[src/rtl/core/fqd_pkg.sv]
// Package for the Q16.16 fixed-point divider: status codes, widths and
// the per-stage pipeline record. No dependencies.
package fqd_pkg;

   // Operand and quotient width.
   localparam int DATA_WIDTH = 32;

   // Quotient bits resolved in each divide stage, and the stage count.
   localparam int STAGE_BITS = 2;
   localparam int NUM_STAGES = DATA_WIDTH / STAGE_BITS;

   // Result status codes.
   typedef enum logic [1:0] {
      STATUS_OK   = 2'd0,
      STATUS_DIV0 = 2'd1,
      STATUS_OVF  = 2'd2
   } status_type;

   // Record carried from one pipeline stage to the next. The shift field holds
   // the numerator bits still to be brought down in its upper part and the
   // quotient bits found so far in its lower part.
   typedef struct packed {
      logic                    valid;
      status_type              status;
      logic [DATA_WIDTH-1:0]   divisor;
      logic [DATA_WIDTH-1:0]   remainder;
      logic [DATA_WIDTH-1:0]   shift;
   } stage_type;

endpackage

[src/rtl/core/fqd_prep.sv]
// Input stage of the fixed-point divider: classifies the operands and sets up
// the partial remainder for the divide stages. Depends on fqd_pkg.
module fqd_prep
   import fqd_pkg::*;
#(
   parameter int FRAC_BITS = 16
) (
   input  logic                  clock,
   input  logic                  reset,
   input  logic                  load,
   input  logic [DATA_WIDTH-1:0] dividend,
   input  logic [DATA_WIDTH-1:0] divisor,
   output stage_type             stage_out
);

   stage_type  stage_ff;
   stage_type  stage_in;
   logic [DATA_WIDTH-1:0] high_part;

   // The numerator is dividend shifted left by FRAC_BITS. Its upper word becomes
   // the starting remainder; when that is not below the divisor the quotient
   // cannot fit in one word.
   always_comb begin
      high_part         = dividend >> (DATA_WIDTH - FRAC_BITS);
      stage_in.valid    = load;
      stage_in.divisor  = divisor;
      stage_in.remainder = high_part;
      stage_in.shift    = dividend << FRAC_BITS;
      priority if (divisor == '0) begin
         stage_in.status = STATUS_DIV0;
      end else if (high_part >= divisor) begin
         stage_in.status = STATUS_OVF;
      end else begin
         stage_in.status = STATUS_OK;
      end
   end

   // Stage register; only the valid bit is reset.
   always_ff @(posedge clock) begin
      if (reset) begin
         stage_ff.valid <= 1'b0;
      end else begin
         stage_ff.valid <= stage_in.valid;
      end
      stage_ff.status    <= stage_in.status;
      stage_ff.divisor   <= stage_in.divisor;
      stage_ff.remainder <= stage_in.remainder;
      stage_ff.shift     <= stage_in.shift;
   end

   assign stage_out = stage_ff;

endmodule

[src/rtl/core/fqd_stage.sv]
// One restoring-division stage of the fixed-point divider: resolves STAGE_BITS
// quotient bits and registers the record. Depends on fqd_pkg.
module fqd_stage
   import fqd_pkg::*;
(
   input  logic      clock,
   input  logic      reset,
   input  stage_type stage_in,
   output stage_type stage_out
);

   stage_type stage_ff;
   logic [DATA_WIDTH-1:0] rem_next_in;
   logic [DATA_WIDTH-1:0] shift_next_in;

   // Bring down one numerator bit per step and subtract the divisor when it fits.
   always_comb begin
      logic [DATA_WIDTH:0] widened;
      logic [DATA_WIDTH:0] diff;
      logic                q_bit;
      rem_next_in   = stage_in.remainder;
      shift_next_in = stage_in.shift;
      for (int i = 0; i < STAGE_BITS; i++) begin
         widened = {rem_next_in, shift_next_in[DATA_WIDTH-1]};
         diff    = widened - {1'b0, stage_in.divisor};
         q_bit   = ~diff[DATA_WIDTH];
         rem_next_in   = q_bit ? diff[DATA_WIDTH-1:0] : widened[DATA_WIDTH-1:0];
         shift_next_in = {shift_next_in[DATA_WIDTH-2:0], q_bit};
      end
   end

   // Stage register; only the valid bit is reset.
   always_ff @(posedge clock) begin
      if (reset) begin
         stage_ff.valid <= 1'b0;
      end else begin
         stage_ff.valid <= stage_in.valid;
      end
      stage_ff.status    <= stage_in.status;
      stage_ff.divisor   <= stage_in.divisor;
      stage_ff.remainder <= rem_next_in;
      stage_ff.shift     <= shift_next_in;
   end

   assign stage_out = stage_ff;

endmodule

[src/rtl/core/fixed_point_q16_divider_unit.sv]
// Unsigned fixed-point divider: quotient = (dividend << FRAC_BITS) / divisor.
// A start transfer passes through one setup stage, 16 divide stages of two
// quotient bits each and one output register before the rsp_valid strobe.
// Throughput is one division per cycle; busy stays low, since nothing stalls.
// Synchronous active-high reset clears all valid bits; payload is not reset.
module fixed_point_q16_divider_unit
   import fqd_pkg::*;
#(
   parameter int FRAC_BITS = 16
) (
   input  logic                  clock,
   input  logic                  reset,
   input  logic                  start,
   output logic                  busy,
   input  logic [DATA_WIDTH-1:0] req_dividend,
   input  logic [DATA_WIDTH-1:0] req_divisor,
   output logic                  rsp_valid,
   output logic [DATA_WIDTH-1:0] rsp_quotient,
   output logic [1:0]            rsp_status
);

   stage_type chain [NUM_STAGES+1];

   logic                  rsp_valid_ff;
   logic [DATA_WIDTH-1:0] rsp_quotient_ff;
   logic [DATA_WIDTH-1:0] rsp_quotient_in;
   status_type            rsp_status_ff;

   // The pipeline takes a transfer every cycle.
   assign busy = 1'b0;

   // Operand setup stage.
   fqd_prep #(
      .FRAC_BITS (FRAC_BITS)
   ) u_prep (
      .clock     (clock),
      .reset     (reset),
      .load      (start & ~busy),
      .dividend  (req_dividend),
      .divisor   (req_divisor),
      .stage_out (chain[0])
   );

   // Chain of divide stages.
   for (genvar s = 0; s < NUM_STAGES; s++) begin : g_stage
      fqd_stage u_stage (
         .clock     (clock),
         .reset     (reset),
         .stage_in  (chain[s]),
         .stage_out (chain[s+1])
      );
   end

   // Saturate the quotient for a zero divisor or an overflow.
   assign rsp_quotient_in = (chain[NUM_STAGES].status == STATUS_OK) ?
                            chain[NUM_STAGES].shift : '1;

   // Output register.
   always_ff @(posedge clock) begin
      if (reset) begin
         rsp_valid_ff <= 1'b0;
      end else begin
         rsp_valid_ff <= chain[NUM_STAGES].valid;
      end
      rsp_quotient_ff <= rsp_quotient_in;
      rsp_status_ff   <= chain[NUM_STAGES].status;
   end

   assign rsp_valid    = rsp_valid_ff;
   assign rsp_quotient = rsp_quotient_ff;
   assign rsp_status   = rsp_status_ff;

endmodule
[config.mk]
export PLATFORM = sky130hd
export DESIGN_NAME = fixed_point_q16_divider_unit
export DESIGN_NICKNAME = d
export VERILOG_FILES = /design/src/rtl/core/fqd_pkg.sv /design/src/rtl/core/fqd_prep.sv /design/src/rtl/core/fqd_stage.sv /design/src/rtl/core/fixed_point_q16_divider_unit.sv
export SDC_FILE = /design/constraint.sdc
export NUM_CORES = 2
export LEC_CHECK = 0
export BUFFER_PORTS_ARGS = -buffer_cell sky130_fd_sc_hd__buf_2
export CAP_MARGIN = 15
export CORE_MARGIN = 3
export CORE_UTILIZATION = 30
export CTS_CLUSTER_SIZE = 40
export DETAILED_ROUTE_END_ITERATION = 8
export GPL_ROUTABILITY_DRIVEN = 0
export PLACE_DENSITY = 0.51
export SLEW_MARGIN = 20
export SYNTH_ARGS = -nofsm -noshare
export SYNTH_HDL_FRONTEND = slang
export SYNTH_SLANG_ARGS = --single-unit
[constraint.sdc]
create_clock -name clock -period 9.15 [get_ports clock]
set_clock_uncertainty 0.1 [all_clocks]
set_input_delay 1.3725 -clock clock [delete_from_list [all_inputs] [get_ports clock]]
set_output_delay 1.3725 -clock clock [all_outputs]
set_load 0.01 [all_outputs]
======== After elaboration in Yosys (flattened, before gate mapping) ========
Cells that the tools add are included.
storage, ports and cells
  memories kept ........................... 0
  bits in writable memories ............... 0
  memory bits (read-only) ................. 0
  output and inout port bits .............. 36
  register bits ........................... 1,438
  latch bits .............................. 0
operators by class
  bitwise gates (word level) .............. 32
  multipliers ............................. 0
  divide/modulo/power cells ............... 0
  shift-type cells ........................ 0
  $lt $le $gt $ge ......................... 1
  reduce and logical (&&, ||, !) cells .... 2
  mux-type cells .......................... 32
  add/subtract/negate cells ............... 32
  equality and inequality tests ........... 0
operator list
  operator                                      number
  subtractor 33 x 32 -> 33 bit                  31
  2-to-1 mux 32 bit                             31
  subtractor 17 x 32 -> 33 bit                  1
  greater-or-equal comparator 16 x 32 -> 1 bit  1
  logical NOT 32 bit                            1
  NOT 1 bit                                     32
  logical NOT 2 bit                             1
  2-to-1 mux 2 bit                              1

======== Longest topological paths before layout ========
  word-level depth ........................ 4
  mapped depth ............................ 33
  mapped depth without buffers ............ 31

======== Cells and area by module ========
Synthesis repeated with hierarchy kept, for this count alone.
unflattened totals
  cell total of the unflattened synthesis .. 11,109
  area total of the unflattened synthesis .. 101,268.4 µm²
by module, submodules not included
  module                                times used  cells an instance  area each (µm²)
  fqd_stage at g_stage[1].u_stage ...   9           653                6,032.0
  fqd_stage at g_stage[12].u_stage ...  4           738                6,378.6
  fqd_stage at g_stage[0].u_stage ...   2           679                6,138.4
  fqd_stage at g_stage[11].u_stage      1           678                6,177.2
  fqd_prep                              1           168                2,064.5
  fixed_point_q16_divider_unit          1           76                 947.2

======== Least setup slack after synthesis ========
Ideal clock, no wire load.
  path type ............................... register -> register
  from .................................... register g_stage[1].u_stage.stage_ff (netlist bit g_stage[1].u_stage.stage_out[31])
  to ...................................... register g_stage[2].u_stage.stage_ff (netlist bit g_stage[2].u_stage.stage_out[54])
  stages on the path, launching flop included .. 33
  period minus slack after synthesis ...... 7,168 ps
  library setup time ...................... 101 ps
  required time ........................... 8,949 ps
  arrival time ............................ 6,967 ps
  buffers on the path ..................... 2
  path slack .............................. 1,982 ps
  cell sequence ........................... dfxtp_1 > inv_1 > ha_1 > inv_1 > fa_1 > a21o_1 > a21oi_1 > nor2b_1 > o41ai_1 > o21ai_1 > a21oi_1 > o21ai_0 > a21oi_1 > xnor2_1 > clkbuf_1 > nor2_1 > a21oi_1 > inv_1 > fa_1 > nand2b_1 > a21oi_1 > o22ai_1 > or4_1 > a21oi_1 > o41ai_1 > and3b_1 > o31ai_1 > a21o_1 > a21oi_1 > xnor2_1 > clkbuf_1 > nand2_1 > o41ai_1
between the ends
  longest elaborated chain between the ends .. 4
ends and longest elaborated chain
  element                                 RTL line         source
  from (decl)                             fqd_stage.sv:12  stage_type stage_ff;
  subtractor 33 x 32 -> 33 bit            fqd_stage.sv:25  diff = widened - {1'b0, stage_in.divisor};
  2-to-1 mux 32 bit *                     fqd_stage.sv:27  rem_next_in = q_bit ? diff[DATA_WIDTH-1:0] : widened[DATA_WIDTH-1:0];
  subtractor 33 x 32 -> 33 bit            fqd_stage.sv:25
  2-to-1 mux 32 bit *                     fqd_stage.sv:27
  via g_stage[2].u_stage.rem_next_in[22]  fqd_stage.sv:13  logic [DATA_WIDTH-1:0] rem_next_in;
  to (decl)                               fqd_stage.sv:12
Mark *: on every way through the listed nets, which the timed path passes. The rest lies on a longest branch.
A chain may end at the register's enable or synchronous reset.

======== Worst setup path after layout ========
  from .................................... register g_stage[4].u_stage.stage_ff (netlist bit g_stage[4].u_stage.stage_out[64])
  to ...................................... register g_stage[5].u_stage.stage_ff (netlist bit g_stage[5].u_stage.stage_out[53])
between the ends
  longest elaborated chain between the ends .. 4
ends and longest elaborated chain
  element                                 RTL line
  from (decl)                             fqd_stage.sv:12
  subtractor 33 x 32 -> 33 bit            fqd_stage.sv:25
  2-to-1 mux 32 bit                       fqd_stage.sv:27
  subtractor 33 x 32 -> 33 bit            fqd_stage.sv:25
  2-to-1 mux 32 bit *                     fqd_stage.sv:27
  via g_stage[5].u_stage.rem_next_in[21]  fqd_stage.sv:13
  to (decl)                               fqd_stage.sv:12
Marks and branches as above.

==> impl_metrics.tcl <==
set metrics [dict create \
    dp.cells 13800 \
    clock_latency_ns 0.83 \
    synth-seq-area-share 0.327 \
    die-area_um2 300000 \
    wl_met1_um 104000 \
    worst_hold_path_type "reg2reg" \
    drc 0 \
    tightest_slew_ns 0.935 \
    wl_met3_um 8080 \
    status "complete, no violations" \
    worstReg2RegEnd "g_stage[5].u_stage.stage_out[53]$_DFF_P_" \
    clk_pin_slew_ns 0.06 \
    cts_tree "done" \
    clock.fmax_ghz 0.118 \
    critPathMaxStageDelay_ns 0.47 \
    grt_pass1_vias 70400 \
    grt_max_degree 53 \
    die_h_um 548 \
    drv_cap 0 \
    critical_path_class "reg2reg" \
    holdPathEnd "g_stage[14].u_stage.stage_out[10]$_DFF_P_" \
    period_share 0.923 \
    finalHoldViolCount 0 \
    wl_per_cell_um 16.5 \
    routed_via_density 4.95 \
    die_w_um 548 \
    h-tree-depth 4 \
    layout-drive-gt1-share 0.113 \
    worstPathArrival_ns 9.03 \
    yosysWarnings 0 \
    synth.avg_cell_area_um2 8.94 \
    timing.slew.headroom 0.369 \
    area_growth_pct 13.5 \
    synth.distinct_cells 104 \
    synth_edf_count 0 \
    rrSetupSlack_ns 0.70 \
    initial_core_util 0.302 \
    clockRootBuffer "clkbuf_16" \
    io_buffers 101 \
    antenna_found_initial 9 \
    postCtsHoldBufs 0 \
    gr-usage-all-layers 0.151 \
    final_nets 11200 \
    timing.rr.start "g_stage[4].u_stage.stage_out[64]$_DFF_P_" \
    synth-seq-cells 1438 \
    drtPass1Iterations 5 \
    coreArea_um2 292000 \
    gr-total-overflow 0 \
    clockBufferDepth 4 \
    drt_iter0_drc 3880 \
    post_cts_buffers 0 \
    end_kind "flip-flop" \
    ant_nets 0 \
    min_path_cells 0 \
    top_layer "met4" \
    cts_buffers 170 \
    rr_worst_depth 31 \
    io_pins 103 \
    grt_pass1_wl_um 374000 \
    critical_path.max_fanout 33 \
    netlist_area_um2 88000 \
    rows 198 \
    routed_wl_um 233000 \
    syn_inst 9845 \
    cts_resized 0 \
    dp_hpwl_um 189000 \
    crit_top_cell "o21ai_0" \
    via_count 69800 \
    min_period_ns 8.45 \
    hold_ws_ns 0.191 \
    rsz0062_at_grt "false" \
    drv_slew 0 \
    async_flop_share 0 \
    fill_cells 29600 \
    synth_flop_cell "dfxtp_1" \
    critPathRequiredTime_ns 9.73 \
    cpLargestDelayFamily "compound AO/OA/AOI/OAI gates" \
    final_cell_count_no_fill 14100 \
    startpoint_type "flip-flop" \
    hp-start "g_stage[13].u_stage.stage_out[8]$_DFF_P_" \
    setup_tns_ns 0 \
    finalSetupViolCount 0 \
    path_buf_inv 5 \
    dr_wl_met2_um 113000 \
    numClockSinks 1438 \
    slowest_stage "dfxtp_1" \
]
metrics by stage:
step | util | setup WS, ns | instance area (um2)
after floorplan | - | 1.98 | 88100
after global placement | 0.322 | 0.739 | 94000
after detailed placement | 0.322 | 0.689 | 94000
after CTS | 0.343 | 0.586 | 99900
after global routing | 0.343 | 0.0447 | 99900
final | 0.343 | 0.700 | 99900
worst max path at each step:
stage,start,end,slack (ns),depth (start not counted)
after CTS,g_stage[3].u_stage.stage_out[64]$_DFF_P_,g_stage[4].u_stage.stage_out[47]$_DFF_P_,0.59,28
after detailed placement,g_stage[3].u_stage.stage_out[64]$_DFF_P_,g_stage[4].u_stage.stage_out[41]$_DFF_P_,0.69,28
after floorplan,g_stage[1].u_stage.stage_out[31]$_DFF_P_,g_stage[2].u_stage.stage_out[54]$_DFF_P_,1.98,32
after global placement,g_stage[4].u_stage.stage_out[64]$_DFF_P_,g_stage[5].u_stage.stage_out[38]$_DFF_P_,0.74,31
final,g_stage[4].u_stage.stage_out[64]$_DFF_P_,g_stage[5].u_stage.stage_out[53]$_DFF_P_,0.70,31
after global routing,g_stage[4].u_stage.stage_out[64]$_DFF_P_,g_stage[5].u_stage.stage_out[55]$_DFF_P_,0.04,31
flip-flops by register name, indices dropped and copies added (netlist names):
register	count
g_stage.u_stage.stage_out	1336
rsp_quotient	32
rsp_status	2
rsp_valid	1
u_prep.stage_out	67
Yosys cell counts (27+ instances only):
cell type  count  share of area
inv_1        791          0.034
o21bai_1     126          0.011
nand2_1      604          0.026
o31ai_1       56         0.0048
mux2_2       542          0.069
and2_1        52         0.0037
a21oi_1      904          0.051
nor3_1       115         0.0065
dfxtp_1     1438           0.33
o31a_1        27         0.0027
a31oi_1       71         0.0050
o21ai_0      576          0.033
nor2b_1      133         0.0095
nor2_1       591          0.025
xnor2_1      595          0.059
or3_1         78         0.0055
nand3_1      118         0.0067
mux2i_1       63         0.0072
clkbuf_1     117         0.0050
o211ai_1      53         0.0045
ha_1        1008           0.14
and3_1        64         0.0045
or2_2         31         0.0022
o21a_1       164          0.014
o22ai_1       36         0.0026
nand2b_1     146          0.010
nand4_1       64         0.0045
xor2_1       261          0.026
a211oi_1      73         0.0062
a21o_1       430          0.037
metal layers:
metal / GRT usage / vias up
li1: - / 35500
met1: 0.185 / 32700
met2: 0.271 / 1245
met3: 0.0187 / 372
met4: 0.0473 / 0
met5: 0 / -
layout make-up:
| type | count | area [um2] | area share |
|---|---|---|---|
| tap | 3900 | 4880 | 0.0488 |
| antenna | 4 | 10.0 | 0.000100 |
| clock inverter | 77 | 1110 | 0.0111 |
| timing repair buffer | 201 | 1440 | 0.0144 |
| sequential | 1438 | 28800 | 0.288 |
| multi-input combinational | 7450 | 55900 | 0.560 |
| inverter | 800 | 3010 | 0.0301 |
| clock buffer | 224 | 4770 | 0.0478 |
placed cells by master (no fill, tap or decap), types with 73 or more instances in the layout:
| cell type | count |
|---|---|
| xor2_1 | 250 |
| nand2b_1 | 146 |
| dfxtp_1 | 1437 |
| nand2_1 | 604 |
| a211oi_1 | 73 |
| buf_4 | 85 |
| mux2_2 | 542 |
| a21oi_1 | 904 |
| ha_1 | 1008 |
| o21bai_1 | 126 |
| nor3_1 | 115 |
| o21ai_0 | 576 |
| o21a_1 | 164 |
| nor2b_1 | 133 |
| buf_2 | 101 |
| a21o_1 | 430 |
| clkbuf_16 | 174 |
| xnor2_1 | 586 |
| or3_1 | 78 |
| inv_1 | 791 |
| nor2_1 | 591 |
| nand3_1 | 118 |
kinds of logic after synthesis:
logic type / synth area share
other: 0.0000426
buffers and inverters: 0.0418
and+or+nand+nor: 0.113
xor gates and xnor gates: 0.0857
AOI/OAI and AO/OA: 0.203
muxes: 0.0808
adders and majority gates: 0.149
DFF: 0.327
Power is not shown: default switching activity piles up to over one toggle a cycle in this logic, so the estimate is an artifact.
